==> src/sv/arpres_pkg.sv <==
// Shared types and constants of the single-entry ARP resolver.
`default_nettype none
package arpres_pkg;

	localparam int MAC_W   = 48;
	localparam int IP_W    = 32;
	localparam int CNT_W   = 16;
	localparam int RTRY_W  = 8;
	localparam int CFG_W   = 48;
	localparam int CFGIX_W = 3;

	localparam int QDEPTH  = 2;
	localparam int QPTR_W  = (QDEPTH > 1) ? $clog2(QDEPTH) : 1;
	localparam int QCNT_W  = $clog2(QDEPTH + 1);

	localparam logic [15:0]       HW_TYPE_ETH   = 16'h0001;
	localparam logic [15:0]       PROTO_IPV4    = 16'h0800;
	localparam logic [7:0]        HW_LEN_ETH    = 8'd6;
	localparam logic [7:0]        PROTO_LEN_IP4 = 8'd4;
	localparam logic [15:0]       OPC_REQUEST   = 16'd1;
	localparam logic [15:0]       OPC_REPLY     = 16'd2;
	localparam logic [RTRY_W-1:0] RETRY_SPENT   = 8'hFF;

	typedef enum logic [1:0] {
		REQ_PACKET = 2'd0,
		REQ_TICK   = 2'd1,
		REQ_LOOKUP = 2'd2
	} req_kind_t;

	typedef enum logic [1:0] {
		ST_FREE      = 2'd0,
		ST_RESOLVING = 2'd1,
		ST_OK        = 2'd2
	} entry_st_t;

	typedef enum logic [1:0] {
		SEND_NONE    = 2'd0,
		SEND_REQUEST = 2'd1,
		SEND_REPLY   = 2'd2
	} send_t;

	typedef enum logic [CFGIX_W-1:0] {
		CFG_OWN_IP          = 3'd0,
		CFG_OWN_MAC         = 3'd1,
		CFG_OK_TIMEOUT      = 3'd2,
		CFG_PENDING_TIMEOUT = 3'd3,
		CFG_MAX_RETRIES     = 3'd4
	} cfg_reg_t;

	typedef enum logic [2:0] {
		CMD_NOP        = 3'd0,
		CMD_FILL       = 3'd1,
		CMD_FILL_REPLY = 3'd2,
		CMD_TICK       = 3'd3,
		CMD_LOOKUP     = 3'd4
	} cmd_op_t;

	typedef struct packed {
		cmd_op_t           op;
		logic [MAC_W-1:0]  mac;
		logic [IP_W-1:0]   ip;
	} cmd_t;

	typedef struct packed {
		logic [IP_W-1:0]   own_ip;
		logic [CNT_W-1:0]  ok_timeout;
		logic [CNT_W-1:0]  pending_timeout;
		logic [RTRY_W-1:0] max_retries;
	} cfg_t;

	typedef struct packed {
		send_t             send;
		logic [MAC_W-1:0]  tmac;
		logic [IP_W-1:0]   tip;
		logic              hit;
		logic [MAC_W-1:0]  hmac;
		entry_st_t         status;
	} rsp_t;

	typedef struct packed {
		logic full;
		logic empty;
	} qstat_t;

endpackage
`default_nettype wire

==> src/sv/arpres_intf.sv <==
// Event and result channel interfaces of the ARP resolver.
`default_nettype none
interface arpres_evt_if;
	import arpres_pkg::*;
	logic              valid;
	logic              ready;
	logic [1:0]        req_type;
	logic              frame_complete;
	logic [15:0]       hw_type;
	logic [15:0]       proto_type;
	logic [7:0]        hw_len;
	logic [7:0]        proto_len;
	logic [15:0]       opcode;
	logic [MAC_W-1:0]  src_mac;
	logic [IP_W-1:0]   src_ip;
	logic [IP_W-1:0]   dst_ip;
	logic [IP_W-1:0]   lookup_ip;

	modport source (
		output valid, req_type, frame_complete, hw_type, proto_type, hw_len,
		       proto_len, opcode, src_mac, src_ip, dst_ip, lookup_ip,
		input  ready
	);
	modport sink (
		input  valid, req_type, frame_complete, hw_type, proto_type, hw_len,
		       proto_len, opcode, src_mac, src_ip, dst_ip, lookup_ip,
		output ready
	);
endinterface

interface arpres_rsp_if;
	import arpres_pkg::*;
	logic              valid;
	logic              ready;
	logic [1:0]        send_kind;
	logic [MAC_W-1:0]  arp_target_mac;
	logic [IP_W-1:0]   arp_target_ip;
	logic              hit;
	logic [MAC_W-1:0]  hit_mac;
	logic [1:0]        entry_status;

	modport source (
		output valid, send_kind, arp_target_mac, arp_target_ip, hit, hit_mac,
		       entry_status,
		input  ready
	);
	modport sink (
		input  valid, send_kind, arp_target_mac, arp_target_ip, hit, hit_mac,
		       entry_status,
		output ready
	);
endinterface
`default_nettype wire

==> src/sv/arp_single_entry_resolver.sv <==
// Top level of the ARP resolver with a one-entry IP-to-MAC cache.
// Each event (ARP packet, timer tick or lookup) yields exactly one result, in order.
// The front end checks and classifies an event in the cycle it is accepted and
// writes it into a two-deep command queue; the entry engine takes one command
// per cycle while its result is not stalled, updates the entry and registers
// the result. Sustained rate is one event per cycle while results are taken.
// An accepted event is first written into its queue slot, and the result
// register loads when the engine pops that command. A stalled result holds
// the engine, and the event side stalls once both queue slots are taken. Own
// MAC is accepted on the configuration port and not used by any result field.
`default_nettype none
module arp_single_entry_resolver (
	input  logic                              clk,
	input  logic                              arst_n,
	input  logic                              cfg_we,
	input  logic [arpres_pkg::CFGIX_W-1:0]    cfg_index,
	input  logic [arpres_pkg::CFG_W-1:0]      cfg_wdata,
	arpres_evt_if.sink                        evt,
	arpres_rsp_if.source                      rslt
);
	import arpres_pkg::*;

	cfg_t   cfg_q;
	cmd_t   push_cmd;
	cmd_t   head;
	qstat_t qstat;
	logic   push;
	logic   pop;

	always_ff @(posedge clk or negedge arst_n) begin
		if (!arst_n) begin
			cfg_q.own_ip          <= '0;
			cfg_q.ok_timeout      <= CNT_W'(5);
			cfg_q.pending_timeout <= CNT_W'(1);
			cfg_q.max_retries     <= RTRY_W'(3);
		end else if (cfg_we) begin
			unique case (cfg_index)
				CFG_OWN_IP:          cfg_q.own_ip          <= cfg_wdata[IP_W-1:0];
				CFG_OK_TIMEOUT:      cfg_q.ok_timeout      <= cfg_wdata[CNT_W-1:0];
				CFG_PENDING_TIMEOUT: cfg_q.pending_timeout <= cfg_wdata[CNT_W-1:0];
				CFG_MAX_RETRIES:     cfg_q.max_retries     <= cfg_wdata[RTRY_W-1:0];
				default: begin
				end
			endcase
		end
	end

	arpres_front u_front (
		.evt    (evt),
		.own_ip (cfg_q.own_ip),
		.qstat  (qstat),
		.push   (push),
		.cmd    (push_cmd)
	);

	arpres_queue u_queue (
		.clk      (clk),
		.arst_n   (arst_n),
		.push     (push),
		.push_cmd (push_cmd),
		.pop      (pop),
		.head     (head),
		.qstat    (qstat)
	);

	arpres_back u_back (
		.clk    (clk),
		.arst_n (arst_n),
		.cfg    (cfg_q),
		.head   (head),
		.qstat  (qstat),
		.pop    (pop),
		.rslt   (rslt)
	);

endmodule
`default_nettype wire

==> src/sv/arpres_front.sv <==
// Front end: accepts events and classifies them into entry commands.
`default_nettype none
module arpres_front (
	arpres_evt_if.sink                 evt,
	input  logic [arpres_pkg::IP_W-1:0] own_ip,
	input  arpres_pkg::qstat_t          qstat,
	output logic                        push,
	output arpres_pkg::cmd_t            cmd
);
	import arpres_pkg::*;

	logic pkt_ok;

	assign evt.ready = !qstat.full;
	assign push      = evt.valid && !qstat.full;

	assign pkt_ok = evt.frame_complete
		&& (evt.hw_type == HW_TYPE_ETH) && (evt.hw_len == HW_LEN_ETH)
		&& (evt.proto_type == PROTO_IPV4) && (evt.proto_len == PROTO_LEN_IP4)
		&& ((evt.opcode == OPC_REQUEST) || (evt.opcode == OPC_REPLY))
		&& (evt.dst_ip == own_ip);

	always_comb begin
		cmd.op  = CMD_NOP;
		cmd.mac = evt.src_mac;
		cmd.ip  = evt.src_ip;
		unique case (evt.req_type)
			REQ_PACKET: begin
				if (pkt_ok) begin
					cmd.op = (evt.opcode == OPC_REQUEST) ? CMD_FILL_REPLY : CMD_FILL;
				end
			end
			REQ_TICK: begin
				cmd.op = CMD_TICK;
			end
			REQ_LOOKUP: begin
				cmd.op = CMD_LOOKUP;
				cmd.ip = evt.lookup_ip;
			end
			default: begin
				cmd.op = CMD_NOP;
			end
		endcase
	end

endmodule
`default_nettype wire

==> src/sv/arpres_queue.sv <==
// Command queue between the front end and the entry engine.
`default_nettype none
module arpres_queue (
	input  logic                clk,
	input  logic                arst_n,
	input  logic                push,
	input  arpres_pkg::cmd_t    push_cmd,
	input  logic                pop,
	output arpres_pkg::cmd_t    head,
	output arpres_pkg::qstat_t  qstat
);
	import arpres_pkg::*;

	cmd_t              slot_q [QDEPTH];
	logic [QPTR_W-1:0] wr_ptr_q;
	logic [QPTR_W-1:0] rd_ptr_q;
	logic [QCNT_W-1:0] count_q;

	function automatic logic [QPTR_W-1:0] ptr_next(input logic [QPTR_W-1:0] p);
		return (p == QPTR_W'(QDEPTH - 1)) ? '0 : p + QPTR_W'(1);
	endfunction

	assign qstat.full  = (count_q == QCNT_W'(QDEPTH));
	assign qstat.empty = (count_q == '0);
	assign head        = slot_q[rd_ptr_q];

	always_ff @(posedge clk) begin
		if (push) begin
			slot_q[wr_ptr_q] <= push_cmd;
		end
	end

	always_ff @(posedge clk or negedge arst_n) begin
		if (!arst_n) begin
			wr_ptr_q <= '0;
			rd_ptr_q <= '0;
			count_q  <= '0;
		end else begin
			if (push) begin
				wr_ptr_q <= ptr_next(wr_ptr_q);
			end
			if (pop) begin
				rd_ptr_q <= ptr_next(rd_ptr_q);
			end
			if (push && !pop) begin
				count_q <= count_q + QCNT_W'(1);
			end else if (pop && !push) begin
				count_q <= count_q - QCNT_W'(1);
			end
		end
	end

endmodule
`default_nettype wire

==> src/sv/arpres_back.sv <==
// Entry engine: runs queued commands against the cache entry and registers results.
`default_nettype none
module arpres_back (
	input  logic               clk,
	input  logic               arst_n,
	input  arpres_pkg::cfg_t   cfg,
	input  arpres_pkg::cmd_t   head,
	input  arpres_pkg::qstat_t qstat,
	output logic               pop,
	arpres_rsp_if.source       rslt
);
	import arpres_pkg::*;

	entry_st_t         st_q,  st_d;
	logic [IP_W-1:0]   ip_q,  ip_d;
	logic [MAC_W-1:0]  mac_q, mac_d;
	logic [CNT_W-1:0]  cd_q,  cd_d;
	logic [RTRY_W-1:0] rt_q,  rt_d;
	logic [CNT_W-1:0]  cd_dec;
	rsp_t              rsp_d;
	rsp_t              rsp_s1;
	logic              valid_s1;

	assign pop    = !qstat.empty && (!valid_s1 || rslt.ready);
	assign cd_dec = cd_q - CNT_W'(1);

	always_comb begin
		st_d  = st_q;
		ip_d  = ip_q;
		mac_d = mac_q;
		cd_d  = cd_q;
		rt_d  = rt_q;
		unique case (head.op) inside
			CMD_FILL, CMD_FILL_REPLY: begin
				st_d  = ST_OK;
				ip_d  = head.ip;
				mac_d = head.mac;
				cd_d  = cfg.ok_timeout;
				rt_d  = cfg.max_retries;
			end
			CMD_TICK: begin
				if (st_q != ST_FREE) begin
					cd_d = cd_dec;
					if (cd_dec == '0) begin
						if (st_q == ST_RESOLVING && rt_q == '0) begin
							rt_d = RETRY_SPENT;
							st_d = ST_FREE;
						end else begin
							if (st_q == ST_RESOLVING) begin
								rt_d = rt_q - RTRY_W'(1);
							end
							st_d = ST_RESOLVING;
							cd_d = cfg.pending_timeout;
						end
					end
				end
			end
			default: begin
			end
		endcase
	end

	always_comb begin
		rsp_d        = '0;
		rsp_d.send   = SEND_NONE;
		rsp_d.status = st_d;
		unique case (head.op) inside
			CMD_FILL_REPLY: begin
				rsp_d.send = SEND_REPLY;
				rsp_d.tmac = head.mac;
				rsp_d.tip  = head.ip;
			end
			CMD_TICK: begin
				if (st_q != ST_FREE && cd_dec == '0
					&& !(st_q == ST_RESOLVING && rt_q == '0)) begin
					rsp_d.send = SEND_REQUEST;
					rsp_d.tip  = ip_q;
				end
			end
			CMD_LOOKUP: begin
				if (st_q == ST_OK && ip_q == head.ip) begin
					rsp_d.hit  = 1'b1;
					rsp_d.hmac = mac_q;
				end else begin
					rsp_d.send = SEND_REQUEST;
					rsp_d.tip  = head.ip;
				end
			end
			default: begin
			end
		endcase
	end

	always_ff @(posedge clk or negedge arst_n) begin
		if (!arst_n) begin
			st_q     <= ST_FREE;
			ip_q     <= '0;
			mac_q    <= '0;
			cd_q     <= '0;
			rt_q     <= '0;
			valid_s1 <= 1'b0;
		end else begin
			if (pop) begin
				st_q  <= st_d;
				ip_q  <= ip_d;
				mac_q <= mac_d;
				cd_q  <= cd_d;
				rt_q  <= rt_d;
			end
			if (pop) begin
				valid_s1 <= 1'b1;
			end else if (rslt.ready) begin
				valid_s1 <= 1'b0;
			end
		end
	end

	always_ff @(posedge clk) begin
		if (pop) begin
			rsp_s1 <= rsp_d;
		end
	end

	assign rslt.valid          = valid_s1;
	assign rslt.send_kind      = 2'(rsp_s1.send);
	assign rslt.arp_target_mac = rsp_s1.tmac;
	assign rslt.arp_target_ip  = rsp_s1.tip;
	assign rslt.hit            = rsp_s1.hit;
	assign rslt.hit_mac        = rsp_s1.hmac;
	assign rslt.entry_status   = 2'(rsp_s1.status);

endmodule
`default_nettype wire

==> src/flat_wrapper.sv <==
// flat-port wrapper written by rule: the top's interface ports become plain ports
module arp_single_entry_resolver_flat import arpres_pkg::*;
  (clk, arst_n, cfg_we, cfg_index, cfg_wdata, evt_valid, evt_req_type, evt_frame_complete, evt_hw_type, evt_proto_type, evt_hw_len, evt_proto_len, evt_opcode, evt_src_mac, evt_src_ip, evt_dst_ip, evt_lookup_ip, evt_ready, rslt_valid, rslt_send_kind, rslt_arp_target_mac, rslt_arp_target_ip, rslt_hit, rslt_hit_mac, rslt_entry_status, rslt_ready);
  arpres_evt_if evt_i ();
  arpres_rsp_if rslt_i ();
  input  logic clk;
  input  logic arst_n;
  input  logic cfg_we;
  input  logic [arpres_pkg::CFGIX_W-1:0] cfg_index;
  input  logic [arpres_pkg::CFG_W-1:0] cfg_wdata;
  input wire logic [$bits(evt_i.valid)-1:0] evt_valid;
  input wire logic [$bits(evt_i.req_type)-1:0] evt_req_type;
  input wire logic [$bits(evt_i.frame_complete)-1:0] evt_frame_complete;
  input wire logic [$bits(evt_i.hw_type)-1:0] evt_hw_type;
  input wire logic [$bits(evt_i.proto_type)-1:0] evt_proto_type;
  input wire logic [$bits(evt_i.hw_len)-1:0] evt_hw_len;
  input wire logic [$bits(evt_i.proto_len)-1:0] evt_proto_len;
  input wire logic [$bits(evt_i.opcode)-1:0] evt_opcode;
  input wire logic [$bits(evt_i.src_mac)-1:0] evt_src_mac;
  input wire logic [$bits(evt_i.src_ip)-1:0] evt_src_ip;
  input wire logic [$bits(evt_i.dst_ip)-1:0] evt_dst_ip;
  input wire logic [$bits(evt_i.lookup_ip)-1:0] evt_lookup_ip;
  output wire logic [$bits(evt_i.ready)-1:0] evt_ready;
  output wire logic [$bits(rslt_i.valid)-1:0] rslt_valid;
  output wire logic [$bits(rslt_i.send_kind)-1:0] rslt_send_kind;
  output wire logic [$bits(rslt_i.arp_target_mac)-1:0] rslt_arp_target_mac;
  output wire logic [$bits(rslt_i.arp_target_ip)-1:0] rslt_arp_target_ip;
  output wire logic [$bits(rslt_i.hit)-1:0] rslt_hit;
  output wire logic [$bits(rslt_i.hit_mac)-1:0] rslt_hit_mac;
  output wire logic [$bits(rslt_i.entry_status)-1:0] rslt_entry_status;
  input wire logic [$bits(rslt_i.ready)-1:0] rslt_ready;
  assign evt_i.valid = evt_valid;
  assign evt_i.req_type = evt_req_type;
  assign evt_i.frame_complete = evt_frame_complete;
  assign evt_i.hw_type = evt_hw_type;
  assign evt_i.proto_type = evt_proto_type;
  assign evt_i.hw_len = evt_hw_len;
  assign evt_i.proto_len = evt_proto_len;
  assign evt_i.opcode = evt_opcode;
  assign evt_i.src_mac = evt_src_mac;
  assign evt_i.src_ip = evt_src_ip;
  assign evt_i.dst_ip = evt_dst_ip;
  assign evt_i.lookup_ip = evt_lookup_ip;
  assign evt_ready = evt_i.ready;
  assign rslt_valid = rslt_i.valid;
  assign rslt_send_kind = rslt_i.send_kind;
  assign rslt_arp_target_mac = rslt_i.arp_target_mac;
  assign rslt_arp_target_ip = rslt_i.arp_target_ip;
  assign rslt_hit = rslt_i.hit;
  assign rslt_hit_mac = rslt_i.hit_mac;
  assign rslt_entry_status = rslt_i.entry_status;
  assign rslt_i.ready = rslt_ready;
  arp_single_entry_resolver u_core (.clk(clk), .arst_n(arst_n), .cfg_we(cfg_we), .cfg_index(cfg_index), .cfg_wdata(cfg_wdata), .evt(evt_i), .rslt(rslt_i));
endmodule
==> config.mk <==
export PLATFORM = sky130hd
export DESIGN_NAME = arp_single_entry_resolver_flat
export DESIGN_NICKNAME = d
export VERILOG_FILES = /design/src/sv/arpres_pkg.sv /design/src/sv/arpres_intf.sv /design/src/sv/arp_single_entry_resolver.sv /design/src/sv/arpres_front.sv /design/src/sv/arpres_queue.sv /design/src/sv/arpres_back.sv /design/src/flat_wrapper.sv
export SDC_FILE = /design/constraint.sdc
export NUM_CORES = 1
export LEC_CHECK = 0
export ABC_AREA = 1
export BUFFER_PORTS_ARGS = -buffer_cell sky130_fd_sc_hd__buf_2
export CAP_MARGIN = 20
export CORE_UTILIZATION = 60
export CTS_CLUSTER_DIAMETER = 60
export CTS_CLUSTER_SIZE = 16
export DETAILED_ROUTE_END_ITERATION = 8
export GPL_TIMING_DRIVEN = 0
export PLACE_DENSITY_LB_ADDON = 0.1
export SYNTH_ARGS = -nofsm -noshare
export SYNTH_HDL_FRONTEND = slang
export SYNTH_SLANG_ARGS = --single-unit
==> constraint.sdc <==
create_clock -name clk -period 14.45 [get_ports clk]
set_clock_uncertainty 0.05 [all_clocks]
set_input_delay 1.445 -clock clk [delete_from_list [all_inputs] [get_ports clk]]
set_output_delay 1.445 -clock clk [all_outputs]
set_load 0.02 [all_outputs]
==> results.md <==
- Synthesized area: 20820 um^2
- Die Area: 35460 um^2
- Most frequent cell after synthesis: nand2_1
- GPL Wtd Cong: 0.8818
- Post-route ant nets: 0
- Overall Global Routing Usage: 0.2935
- I/O pin cnt: 402
- Syn_nets: 2297
- Worst min-delay path class: reg -> reg
- Number of synthesized register bits: 482
- First-pass iteration count of the detailed router: 5
- Row cnt: 67
- Initial antenna violation count: 6
- Num CTS Buffers: 39
- Peak VDD IR: 0.1360 mV
- Worst setup SP type: input port
- Final period util: 0.2405
- CP Data Arrival Time: 3810 ps
- CTS tree: done
- WS Path Type: in -> reg
- Yosys top cell area share: 0.4311
- Clk buf depth: 3
- Setup TNS: 0 ps
- Synth Instances: 2026
- Synth warnings: 0
- Wire length per cell: 17.45 um
- Postcts setup bufs: 0
- Post-cts gate resize count: 0
- # H-tree levels: 2
- Post-synth EDFFs: 299
- Async SR Flop Fraction: 0.3797
- Starting utilization of the core area: 0.6149
- Worst-path fanout max: 21
- Largest net degree at the start of global routing: 114
- Die Y: 188.3 um
- Iter 0 DRT Violations: 1291
- Avg Inst Size Synth: 10.28 um^2
- Slew HR: 0.3744
- Grt ovf: 0
- P per Cell Area: 212.4 nW/um^2
- Later-pin clock latency in the skew report: 550 ps
- CTS hold repair buffers: 0
- Most instantiated cells after synthesis: 619 x nand2_1, 299 x edfxtp_1, 199 x nor2_1
- Filler instances: 2466
- Cell taking the most area after synthesis: edfxtp_1
- DRC: 0
- Synth cell types: 43
- DP HPWL: 38360 um
- Crit path capture type: flip-flop
- Final net count: 2734
- Tightest Pin Transition: 929.8 ps
- Total power: 5.277 mW
- Slew Limit Fails: 0
- Seq/Total Area, Yosys: 0.6513
- First-pass GRT wire length: 80460 um
- Vias in the first global route: 15360
- Clock sinks: 482
- IO Port Bufs: 385
- Max Cap Violations: 0
- Routed vias/inst: 5.346
- Final setup vio count: 0
- Dominant cells by area after synthesis: edfxtp_1 43%, dfrtp_1 21%, nand2_1 11%
- Die width: 188.3 um
- Area Growth Syn to Fin: 19.27%
- Register clock-pin slew on the reported worst setup and hold paths: 70 ps
- Fin Hold WS: 437.6 ps
- Share of cells above drive strength 1: 0.2118
- Endpoints failing hold: 0
- Ys flop type: edfxtp_1
- Worst setup margin: 10970 ps
- Status: completed
- Fmax: 0.2877 GHz
- Root Buffer: clkbuf_16
- Vias: 15771
- Tmin final: 3476 ps
- Core Footprint: 33870 um^2
- Leak: 11.40 nW
- Setup WS pre-CTS: 10460 ps
- Total Wirelength: 51470 um
- RSZ-0062 raised after global routing: no
- Critical Path RT: 14790 ps
## sequential cells by signal, indices dropped and copies added, names as in the netlist
name	flops
u_core.u_back.st_q	2
u_core.u_back.rslt.hit_mac	48
u_core.u_back.rt_q	8
u_core.u_back.rslt.arp_target_ip	32
u_core.u_back.rslt.valid	1
u_core.u_queue.slot_q	166
u_core.u_queue.count_q	2
u_core.u_queue.wr_ptr_q	1
u_core.u_back.ip_q	32
u_core.u_back.cd_q	16
u_core.u_queue.rd_ptr_q	1
u_core.u_back.mac_q	48
u_core.u_back.rslt.arp_target_mac	48
u_core.u_back.rslt.hit	1
u_core.u_back.rslt.send_kind	2
u_core.u_back.rslt.entry_status	2
u_core.cfg_q	72
## area by class of cell
class,instances,area [um^2],share of cell area
antenna,9,22.52,0.0009067
clock inverter,11,150.1,0.006045
sequential,482,13560,0.5461
timing repair buffer,396,2172,0.08745
tap,448,560.5,0.02257
inverter,172,645.6,0.02599
clock buffer,60,1086,0.04372
multi-input combinational,1296,6198,0.2495
buffer,76,439.2,0.01768
## critical path, cell delays in order
cell,delay (ps)
buf_2,80
nor2_1,60
a21oi_4,710
inv_1,270
nor2_1,210
buf_2,340
inv_2,170
buf_6,200
buf_6,150
nand2_1,60
o21ai_0,110
## power breakdown
group | switching [mW] | leakage (nW) | internal [mW]
registers | 0.224 | 5.15 | 2.03
clock network | 0.486 | 0.588 | 0.564
logic | 1.35 | 5.65 | 0.616
## metal layers
layer / part of all wire / vias to the layer above / GRT usage / wire (um)
met1: 0.41 / 7428 / 0.3998 / 21170
li1: - / 7584 / - / -
met5: 0 / - / 0 / 0
met3: 0.074 / 93 / 0.03613 / 3834
met4: 0.035 / 0 / 0.1176 / 1827
met2: 0.48 / 666 / 0.4844 / 24630
## cells in the final DEF, fill, tap and decap left out, types with 17 or more instances in the layout
cell type  instances
a21oi_1           38
dfrtp_1          178
nand4_1           17
o21ai_0          160
nand3_1           66
inv_1            166
clkbuf_1          61
clkbuf_16         40
edfxtp_1         299
nor2_1           197
mux2i_1           50
xor2_1            25
buf_2            395
nand2_1          619
## cell families after synthesis
logic type               after synthesis  synth area share
AND/OR/NAND/NOR                      960            0.1893
flip-flops                           482            0.6513
XOR/XNOR                              36           0.01514
adder cells (fa/ha/maj)                4          0.002403
AO/OA/AOI/OAI                        233           0.05864
buffers and inverters                248           0.05209
multiplexers                          63           0.03106
## stage by stage
step | cells | util | area, um^2
after floorplan | 2026 | - | 20830
after global placement | 2859 | 0.6883 | 23310
after detailed placement | 2870 | 0.6962 | 23580
after CTS | 2941 | 0.7327 | 24820
after global routing | 2947 | 0.7332 | 24830
final | 2950 | 0.7334 | 24840
## path summary, 6_finish.rpt
path,startpoint,to,slack (ps),depth (start not counted)
max reg2reg,u_core.u_queue.rd_ptr_q$_DFFE_PN0P_,u_core.u_back.rslt.arp_target_ip[19]$_DFFE_PP_,11400,13
max,rslt_ready,u_core.u_back.mac_q[16]$_DFFE_PN0P_,10970,11
max in group asynchronous,arst_n,u_core.u_back.mac_q[12]$_DFFE_PN0P_,12530,2
min,u_core.cfg_q[27]$_DFFE_PN0P_,u_core.cfg_q[27]$_DFFE_PN0P_,440,2
min reg2reg,u_core.cfg_q[27]$_DFFE_PN0P_,u_core.cfg_q[27]$_DFFE_PN0P_,440,2
min in group asynchronous,arst_n,u_core.cfg_q[50]$_DFFE_PN0P_,820,1
Power figures use the tool's default switching activity.
